File: src/wgd_pkg.sv
// ----------------------------------------------------------------------------
// wgd_pkg
// Types and constants shared by the wrist-glance detector files.
// ----------------------------------------------------------------------------
`default_nettype none

package wgd_pkg;

  localparam int unsigned ACCEL_W = 13;
  localparam int unsigned TIME_W  = 48;
  localparam int unsigned REG_W   = 16;
  localparam int unsigned IDX_W   = 2;

  typedef logic signed [ACCEL_W-1:0] accel_t;
  typedef logic [TIME_W-1:0]         stamp_t;
  typedef logic [REG_W-1:0]          reg_val_t;

  localparam logic ACTION_SAMPLE = 1'b0;
  localparam logic ACTION_TICK   = 1'b1;

  typedef enum logic [1:0] {
    MODE_INACTIVE  = 2'd0,
    MODE_ACTIVE    = 2'd1,
    MODE_TIMED_OUT = 2'd2
  } glance_mode_t;

  typedef enum logic [IDX_W-1:0] {
    REG_TIMEOUT  = 2'd0,
    REG_DOWNWARD = 2'd1,
    REG_AWAY     = 2'd2,
    REG_ROLL     = 2'd3
  } cfg_reg_t;

  // active box
  localparam accel_t ACT_X_LO = -13'sd500;
  localparam accel_t ACT_X_HI = 13'sd500;
  localparam accel_t ACT_Y_LO = -13'sd900;
  localparam accel_t ACT_Y_HI = 13'sd200;
  localparam accel_t ACT_Z_LO = -13'sd1100;
  localparam accel_t ACT_Z_HI = 13'sd0;

  // downward box
  localparam accel_t DWN_X_LO = 13'sd800;
  localparam accel_t DWN_X_HI = 13'sd1000;
  localparam accel_t DWN_Y_LO = -13'sd500;
  localparam accel_t DWN_Y_HI = 13'sd500;
  localparam accel_t DWN_Z_LO = -13'sd800;
  localparam accel_t DWN_Z_HI = 13'sd800;

  // away box
  localparam accel_t AWY_X_LO = -13'sd600;
  localparam accel_t AWY_X_HI = 13'sd600;
  localparam accel_t AWY_Y_LO = 13'sd850;
  localparam accel_t AWY_Y_HI = 13'sd1200;
  localparam accel_t AWY_Z_LO = -13'sd500;
  localparam accel_t AWY_Z_HI = 13'sd500;

  localparam reg_val_t TIMEOUT_RST  = 16'd0;
  localparam reg_val_t DOWNWARD_RST = 16'd1000;
  localparam reg_val_t AWAY_RST     = 16'd1000;
  localparam reg_val_t ROLL_RST     = 16'd500;

endpackage

`default_nettype wire

File: src/wgd_if.sv
// ----------------------------------------------------------------------------
// wgd_if
// Valid/ready channels of the wrist-glance detector: items in, results out.
// ----------------------------------------------------------------------------
`default_nettype none

interface wgd_item_if;
  import wgd_pkg::*;

  logic   valid;
  logic   ready;
  logic   action;
  accel_t accel_x;
  accel_t accel_y;
  accel_t accel_z;
  logic   last_in_batch;

  modport source (output valid, action, accel_x, accel_y, accel_z, last_in_batch,
                  input ready);
  modport sink   (input valid, action, accel_x, accel_y, accel_z, last_in_batch,
                  output ready);
endinterface

interface wgd_result_if;
  logic       valid;
  logic       ready;
  logic [1:0] glance_state;
  logic       state_changed;

  modport source (output valid, glance_state, state_changed, input ready);
  modport sink   (input valid, glance_state, state_changed, output ready);
endinterface

`default_nettype wire

File: src/wrist_glance_detector.sv
// ----------------------------------------------------------------------------
// wrist_glance_detector
// Glance detection from batched accelerometer samples and millisecond ticks.
// ----------------------------------------------------------------------------
// Takes one item (sample or tick) per clock while results are not stalled and
// gives one result per item. An accepted item is held in the input register,
// is evaluated against the box limits and the 48-bit time state in a single
// pass, and its result lands in the output register, from which it transfers.
// Throughput is one item per cycle while the output is not stalled, with the
// 48-bit clock add and compare setting the critical path of that pass. While a
// result waits, the input register still takes one item; further items wait
// until the output register frees. Registers are to be written through the plain
// write port only while the block is idle; the block does not enforce this.
`default_nettype none

module wrist_glance_detector (
  input  wire logic                  clk,
  input  wire logic                  rst,
  wgd_item_if.sink                   item,
  wgd_result_if.source               result,
  input  wire logic                  wr_en,
  input  wire logic [wgd_pkg::IDX_W-1:0] wr_index,
  input  wire wgd_pkg::reg_val_t     wr_data
);
  import wgd_pkg::*;

  // configuration
  reg_val_t timeout_len, downward_window_ms, away_window_ms, roll_win_len;

  // input register
  logic   in_valid;
  logic   in_action;
  accel_t in_x, in_y, in_z;
  logic   in_last;

  // output register
  logic         out_valid;
  glance_mode_t out_state;
  logic         out_changed;

  // detector state
  stamp_t       clock_ms, window_end_ms, last_active_ms;
  logic         unglanced_flag;
  glance_mode_t glance_mode;
  reg_val_t     timeout_left;
  logic         timeout_armed, batch_skip, batch_all_active, batch_any_active;

  stamp_t       clock_ms_next, window_end_ms_next, last_active_ms_next;
  logic         unglanced_flag_next;
  glance_mode_t glance_mode_next;
  reg_val_t     timeout_left_next;
  logic         timeout_armed_next, batch_skip_next, batch_all_active_next;
  logic         batch_any_active_next;

  logic         advance;
  logic         is_active, is_downward, is_away;
  logic         before_window, within_roll;
  stamp_t       tick_clock, downward_end, away_end;
  logic [TIME_W:0] roll_end;
  reg_val_t     left_dec;

  assign advance      = in_valid && (!out_valid || result.ready);
  assign item.ready   = !in_valid || advance;

  assign result.valid         = out_valid;
  assign result.glance_state  = out_state;
  assign result.state_changed = out_changed;

  // box tests
  assign is_active = (in_x >= ACT_X_LO) && (in_x <= ACT_X_HI) &&
                     (in_y >= ACT_Y_LO) && (in_y <= ACT_Y_HI) &&
                     (in_z >= ACT_Z_LO) && (in_z <= ACT_Z_HI);
  assign is_downward = (in_x >= DWN_X_LO) && (in_x <= DWN_X_HI) &&
                       (in_y >= DWN_Y_LO) && (in_y <= DWN_Y_HI) &&
                       (in_z >= DWN_Z_LO) && (in_z <= DWN_Z_HI);
  assign is_away = (in_x >= AWY_X_LO) && (in_x <= AWY_X_HI) &&
                   (in_y >= AWY_Y_LO) && (in_y <= AWY_Y_HI) &&
                   (in_z >= AWY_Z_LO) && (in_z <= AWY_Z_HI);

  // time arithmetic
  assign tick_clock    = clock_ms + stamp_t'(1);
  assign downward_end  = clock_ms + stamp_t'(downward_window_ms);
  assign away_end      = clock_ms + stamp_t'(away_window_ms);
  assign roll_end      = {1'b0, last_active_ms} + (TIME_W+1)'(roll_win_len);
  assign before_window = clock_ms < window_end_ms;
  assign within_roll   = {1'b0, clock_ms} < roll_end;
  assign left_dec      = (timeout_left != '0) ? timeout_left - reg_val_t'(1)
                                              : timeout_left;

  always_comb begin
    clock_ms_next         = clock_ms;
    window_end_ms_next    = window_end_ms;
    last_active_ms_next   = last_active_ms;
    unglanced_flag_next   = unglanced_flag;
    glance_mode_next      = glance_mode;
    timeout_left_next     = timeout_left;
    timeout_armed_next    = timeout_armed;
    batch_skip_next       = batch_skip;
    batch_all_active_next = batch_all_active;
    batch_any_active_next = batch_any_active;

    if (in_action == ACTION_TICK) begin
      clock_ms_next = tick_clock;
      if (timeout_armed) begin
        timeout_left_next = left_dec;
        if (left_dec == '0) begin
          timeout_armed_next = 1'b0;
          glance_mode_next   = MODE_TIMED_OUT;
        end
      end
    end else begin
      if (!batch_skip) begin
        if (is_active) begin
          batch_any_active_next = 1'b1;
          last_active_ms_next   = clock_ms;
          if (in_last && batch_all_active && unglanced_flag && before_window) begin
            unglanced_flag_next = 1'b0;
            glance_mode_next    = MODE_ACTIVE;
            if (timeout_len != '0) begin
              timeout_armed_next = 1'b1;
              timeout_left_next  = timeout_len;
            end
          end
        end else if (is_downward || is_away) begin
          batch_all_active_next = 1'b0;
          unglanced_flag_next   = 1'b1;
          glance_mode_next      = MODE_INACTIVE;
          timeout_armed_next    = 1'b0;
          timeout_left_next     = '0;
          batch_skip_next       = 1'b1;
          if (is_downward) begin
            window_end_ms_next = downward_end;
          end else if (within_roll) begin
            window_end_ms_next = away_end;
          end
        end else begin
          batch_all_active_next = 1'b0;
          if (in_last && !batch_any_active) begin
            glance_mode_next   = MODE_INACTIVE;
            timeout_armed_next = 1'b0;
            timeout_left_next  = '0;
          end
        end
      end
      if (in_last) begin
        batch_skip_next       = 1'b0;
        batch_all_active_next = 1'b1;
        batch_any_active_next = 1'b0;
      end
    end
  end

  // configuration writes
  always_ff @(posedge clk) begin
    if (rst) begin
      timeout_len        <= TIMEOUT_RST;
      downward_window_ms <= DOWNWARD_RST;
      away_window_ms     <= AWAY_RST;
      roll_win_len       <= ROLL_RST;
    end else if (wr_en) begin
      case (cfg_reg_t'(wr_index))
        REG_TIMEOUT:  timeout_len        <= wr_data;
        REG_DOWNWARD: downward_window_ms <= wr_data;
        REG_AWAY:     away_window_ms     <= wr_data;
        REG_ROLL:     roll_win_len       <= wr_data;
        default:      timeout_len        <= timeout_len;
      endcase
    end
  end

  // input register
  always_ff @(posedge clk) begin
    if (rst) begin
      in_valid <= 1'b0;
    end else if (item.ready) begin
      in_valid <= item.valid;
    end
  end

  always_ff @(posedge clk) begin
    if (item.valid && item.ready) begin
      in_action <= item.action;
      in_x      <= item.accel_x;
      in_y      <= item.accel_y;
      in_z      <= item.accel_z;
      in_last   <= item.last_in_batch;
    end
  end

  // output register
  always_ff @(posedge clk) begin
    if (rst) begin
      out_valid <= 1'b0;
    end else if (advance) begin
      out_valid <= 1'b1;
    end else if (result.ready) begin
      out_valid <= 1'b0;
    end
  end

  always_ff @(posedge clk) begin
    if (advance) begin
      out_state   <= glance_mode_next;
      out_changed <= (glance_mode_next != glance_mode);
    end
  end

  // detector state
  always_ff @(posedge clk) begin
    if (rst) begin
      clock_ms         <= '0;
      window_end_ms    <= '0;
      last_active_ms   <= '0;
      unglanced_flag   <= 1'b1;
      glance_mode      <= MODE_INACTIVE;
      timeout_left     <= '0;
      timeout_armed    <= 1'b0;
      batch_skip       <= 1'b0;
      batch_all_active <= 1'b1;
      batch_any_active <= 1'b0;
    end else if (advance) begin
      clock_ms         <= clock_ms_next;
      window_end_ms    <= window_end_ms_next;
      last_active_ms   <= last_active_ms_next;
      unglanced_flag   <= unglanced_flag_next;
      glance_mode      <= glance_mode_next;
      timeout_left     <= timeout_left_next;
      timeout_armed    <= timeout_armed_next;
      batch_skip       <= batch_skip_next;
      batch_all_active <= batch_all_active_next;
      batch_any_active <= batch_any_active_next;
    end
  end

endmodule

`default_nettype wire

File: src/flat_wrapper.sv
// flat-port wrapper written by rule: the top's interface ports become plain ports
module wrist_glance_detector_flat import wgd_pkg::*;
  (clk, rst, wr_en, wr_index, wr_data, item_valid, item_action, item_accel_x, item_accel_y, item_accel_z, item_last_in_batch, item_ready, result_valid, result_glance_state, result_state_changed, result_ready);
  wgd_item_if item_i ();
  wgd_result_if result_i ();
  input  wire logic clk;
  input  wire logic rst;
  input  wire logic wr_en;
  input  wire logic [wgd_pkg::IDX_W-1:0] wr_index;
  input  wire wgd_pkg::reg_val_t wr_data;
  input wire logic [$bits(item_i.valid)-1:0] item_valid;
  input wire logic [$bits(item_i.action)-1:0] item_action;
  input wire logic [$bits(item_i.accel_x)-1:0] item_accel_x;
  input wire logic [$bits(item_i.accel_y)-1:0] item_accel_y;
  input wire logic [$bits(item_i.accel_z)-1:0] item_accel_z;
  input wire logic [$bits(item_i.last_in_batch)-1:0] item_last_in_batch;
  output wire logic [$bits(item_i.ready)-1:0] item_ready;
  output wire logic [$bits(result_i.valid)-1:0] result_valid;
  output wire logic [$bits(result_i.glance_state)-1:0] result_glance_state;
  output wire logic [$bits(result_i.state_changed)-1:0] result_state_changed;
  input wire logic [$bits(result_i.ready)-1:0] result_ready;
  assign item_i.valid = item_valid;
  assign item_i.action = item_action;
  assign item_i.accel_x = item_accel_x;
  assign item_i.accel_y = item_accel_y;
  assign item_i.accel_z = item_accel_z;
  assign item_i.last_in_batch = item_last_in_batch;
  assign item_ready = item_i.ready;
  assign result_valid = result_i.valid;
  assign result_glance_state = result_i.glance_state;
  assign result_state_changed = result_i.state_changed;
  assign result_i.ready = result_ready;
  wrist_glance_detector u_core (.clk(clk), .rst(rst), .item(item_i), .result(result_i), .wr_en(wr_en), .wr_index(wr_index), .wr_data(wr_data));
endmodule
File: config.mk
export PLATFORM = sky130hd
export DESIGN_NAME = wrist_glance_detector_flat
export DESIGN_NICKNAME = d
export VERILOG_FILES = /design/src/wgd_pkg.sv /design/src/wgd_if.sv /design/src/wrist_glance_detector.sv /design/src/flat_wrapper.sv
export SDC_FILE = /design/constraint.sdc
export NUM_CORES = 1
export LEC_CHECK = 0
export ABC_CLOCK_PERIOD_IN_PS = 9900
export BUFFER_PORTS_ARGS = -buffer_cell sky130_fd_sc_hd__buf_2
export CORE_MARGIN = 5
export CORE_UTILIZATION = 40
export DETAILED_ROUTE_END_ITERATION = 10
export PLACE_DENSITY_LB_ADDON = 0.05
export SYNTH_ARGS = -nofsm -noshare
export SYNTH_HDL_FRONTEND = slang
export SYNTH_SLANG_ARGS = --single-unit
export TNS_END_PERCENT = 1
File: constraint.sdc
create_clock -name clk -period 9.9 [get_ports clk]
set_input_delay 1.485 -clock clk [delete_from_list [all_inputs] [get_ports clk]]
set_output_delay 1.485 -clock clk [all_outputs]
set_load 0.02 [all_outputs]
==> flow_summary.json <==
{
  "status": "finished clean",
  "cts_resized": 0,
  "p_leak_uw": 0.006758,
  "syn_area_per_cell_um2": 8.216,
  "antenna_cells": 0,
  "stdcell_count": 2547,
  "synthCells": 1973,
  "cts_root_buf": "clkbuf_16",
  "cap_viol_max_count": 0,
  "dieHeight_um": 211.3,
  "rsz0062_at_grt": "false",
  "dieWidth_um": 211.3,
  "ant_nets": 0,
  "track_usage_pct": 20.96,
  "syn2layout_area_growth_pct": 11.14,
  "rows": 73,
  "core_area_um2": 39910,
  "syn_nets": 2167,
  "synth_compound_area_share_pct": 17.58,
  "insertion_delay_ns": 0.54,
  "hold_slack_ns": 0.4504,
  "die_area_um2": 44650,
  "place_inst": 2488,
  "worst_pin_slew_ns": 1.200,
  "syn_area_um2": 16210,
  "wirelength_mm": 47.38,
  "cts_tree": "built",
  "required_ns": 10.33,
  "cts.sink_count": 277,
  "reg2reg_depth": 21,
  "grt_pass1_wl_mm": 75.41,
  "io_buffers": 68,
  "hpwl_mm": 33.63,
  "via_per_inst": 5.559,
  "p_per_area_nw_per_um2": 142.2,
  "ys_seq_area_share_pct": 36.93,
  "r2r_start": "u_core.last_active_ms[0]",
  "rrSetupSlack_ns": 3.57,
  "fin_skew_ns": 0.02001,
  "synth.distinct_cells": 74,
  "synth_edf_count": 44,
  "synthXorXnorAreaFrac_pct": 7.078,
  "numCtsBuffers": 34,
  "setup_tns_ns": 0,
  "yosys.area_share.simple_pct": 22.93,
  "wl_per_cell_um": 18.60,
  "synthFlopType": "dfxtp_1",
  "pin_count": 69,
  "drt_iter0_drc": 783,
  "synthMuxAreaShare_pct": 1.235,
  "cts_setup_buffers": 0,
  "worstSetupEndpointType": "flop",
  "period_needed_ns": 6.325,
  "ctsHoldBuffers": 0,
  "firstDrtPassIters": 5,
  "drive_above_1_share_pct": 8.457,
  "layout.nets": 2193,
  "stdcell_area_um2": 18010,
  "ys_ff_latch": 277,
  "min_path_cells": 2,
  "grt_overflow_total": 0,
  "async_reset_ff_share_pct": 0,
  "postLayoutCoreUtil_pct": 45.13,
  "ir_worst_vdd_mv": 0.09792,
  "hold_path_startpoint": "u_core.away_window_ms[0]",
  "r2r_end": "u_core.window_end_ms[45]",
  "synth_warnings": 0,
  "dpl_cell_area_um2": 16990,
  "drc": 0,
  "start_util_pct": 40.61,
  "grt_max_degree": 102,
  "vias": 14159,
  "report.final.slew_viol_count": 0,
  "finalHoldViolations": 0,
  "max_slew_margin_pct": 19.71,
  "crit_arrival_ns": 6.76,
  "holdPathEnd": "u_core.away_window_ms[0]",
  "hold_path.class": "reg2reg",
  "grt_pass1_vias": 13578,
  "fmax_ghz": 0.1581,
  "h-tree-depth": 2,
  "critPathMaxFanout": 40,
  "cp-start-kind": "flop",
  "fill_cells": 4052,
  "synth_fa_ha_area_share_pct": 10.13,
  "worst_setup_hold_path_clk_slew_ns": 0.06,
  "fin_crit_sh_pct": 63.89,
  "finalSetupViolCount": 0,
  "clockBufferDepth": 3,
  "antenna_found_initial": 0,
  "routabilityCongestion": 0.8650,
  "path_class": "reg2reg",
  "synth_top_family_by_area": "simple AND/OR/NAND/NOR gates"
}
layer usage:
layer / part of all wire [%] / track usage, % / vias to the layer above
li1: - / - / 7122
met4: 2.1 / 5.464 / 0
met3: 4.2 / 2.712 / 60
met2: 47 / 34.42 / 275
met1: 47 / 29.32 / 6702
met5: 0 / 0 / -
how the worst max path moves through the flow:
stage	from	end	slack (ns)	cells past startpoint
finish	u_core.last_active_ms[0]	u_core.window_end_ms[45]	3.57	21
global placement	u_core.last_active_ms[0]	u_core.window_end_ms[12]	3.53	21
global route	u_core.last_active_ms[0]	u_core.window_end_ms[38]	3.02	21
CTS	u_core.last_active_ms[0]	u_core.window_end_ms[41]	3.42	21
detailed placement	u_core.last_active_ms[0]	u_core.window_end_ms[12]	3.49	21
floorplan	u_core.last_active_ms[0]	u_core.window_end_ms[12]	5.02	21
cell families (layout without fill, tap and decap cells):
group                      count (synthesis)  count (layout)
adders and majority gates                130             130
DFF                                      277             277
buffers and inverters                    174             223
AOI/OAI and AO/OA                        453             453
muxes                                     18              18
and+or+nand+nor                          790             790
xor gates and xnor gates                 131             131
cells in the mapped netlist (all sizes together) (44+ instances only):
cell / instances / area share (%)
xnor2: 68 / 3.7
xor2: 63 / 3.4
ha: 128 / 9.9
o21ai: 66 / 2.0
edfxtp: 44 / 8.2
nor3: 51 / 1.6
dfxtp: 233 / 29
nand2: 338 / 7.8
clkbuf: 81 / 1.9
a21oi: 191 / 5.9
inv: 79 / 1.8
nand3: 85 / 2.6
nor2: 123 / 2.8
layout by cell type, fill, tap and decap left out, types with 12 or more instances in the layout:
| cell type | instances |
|---|---|
| mux2_2 | 16 |
| nor2_1 | 122 |
| edfxtp_1 | 44 |
| or3_1 | 16 |
| buf_2 | 67 |
| and3_1 | 29 |
| a21o_1 | 25 |
| a21oi_1 | 190 |
| inv_1 | 79 |
| buf_4 | 14 |
| nand4_1 | 39 |
| ha_1 | 128 |
| xor2_1 | 63 |
| nor4_1 | 17 |
| dfxtp_1 | 233 |
| nand2_1 | 338 |
| a31oi_1 | 16 |
| clkbuf_16 | 35 |
| nor2b_1 | 16 |
| xnor2_1 | 68 |
| a211oi_1 | 34 |
| o21ai_0 | 65 |
| o211ai_1 | 12 |
| nor3_1 | 51 |
| and4_1 | 16 |
| nand3_1 | 84 |
| o21a_1 | 16 |
layout make-up:
cell class,instances,area (µm²),share of cell area [%]
inverters,82,307.8,1.709
repair buffers,82,451.7,2.507
clock buffers,43,905.9,5.028
clock inverters,16,122.6,0.6807
well taps,525,656.9,3.646
multi-input cells,1522,9584,53.20
flip-flops and latches,277,5986,33.23
state kept, by name, indices dropped and copies added (netlist names), 2 cells and up:
name / flops
u_core.downward_window_ms: 16
u_core.result.glance_state: 2
u_core.window_end_ms: 48
u_core.timeout_left: 16
u_core.glance_mode: 2
u_core.in_z: 13
u_core.timeout_len: 16
u_core.in_y: 13
u_core.away_window_ms: 16
u_core.clock_ms: 48
u_core.in_x: 13
u_core.roll_win_len: 16
u_core.last_active_ms: 48
power by group:
group          internal, µW  total [µW]  switching (µW)  leakage [µW]
combinational          69.0         185             116       0.00395
clock                   677        1180             503      0.000491
sequential             1170        1200            26.1       0.00231
total                  1920        2560             646       0.00676
stage by stage:
stage	worst slack [ns]	total power, µW
floorplan	5.021	1339
global placement	3.529	1402
detailed placement	3.489	1404
CTS	3.419	2598
global route	3.017	2673
finish	3.575	2561
critical path, stage by stage (launching register included):
cell and delay [ns]:
dfxtp_1 0.31, ha_1 0.22, fa_1 0.46, a21oi_1 0.20
o211ai_1 0.15, o41ai_1 0.61, o21ai_0 0.34, o22a_1 0.40
and2_1 0.35, nand2_1 0.13, xor2_1 0.07, ha_1 0.30
nand4_1 0.14, nor4_1 0.67, nand2_1 0.11, a211oi_1 0.43
a2111oi_0 0.18, nor2_1 0.24, a21o_1 0.15, buf_4 0.40
nor2_1 0.11, a211oi_1 0.22
Power figures use the tool's default switching activity.
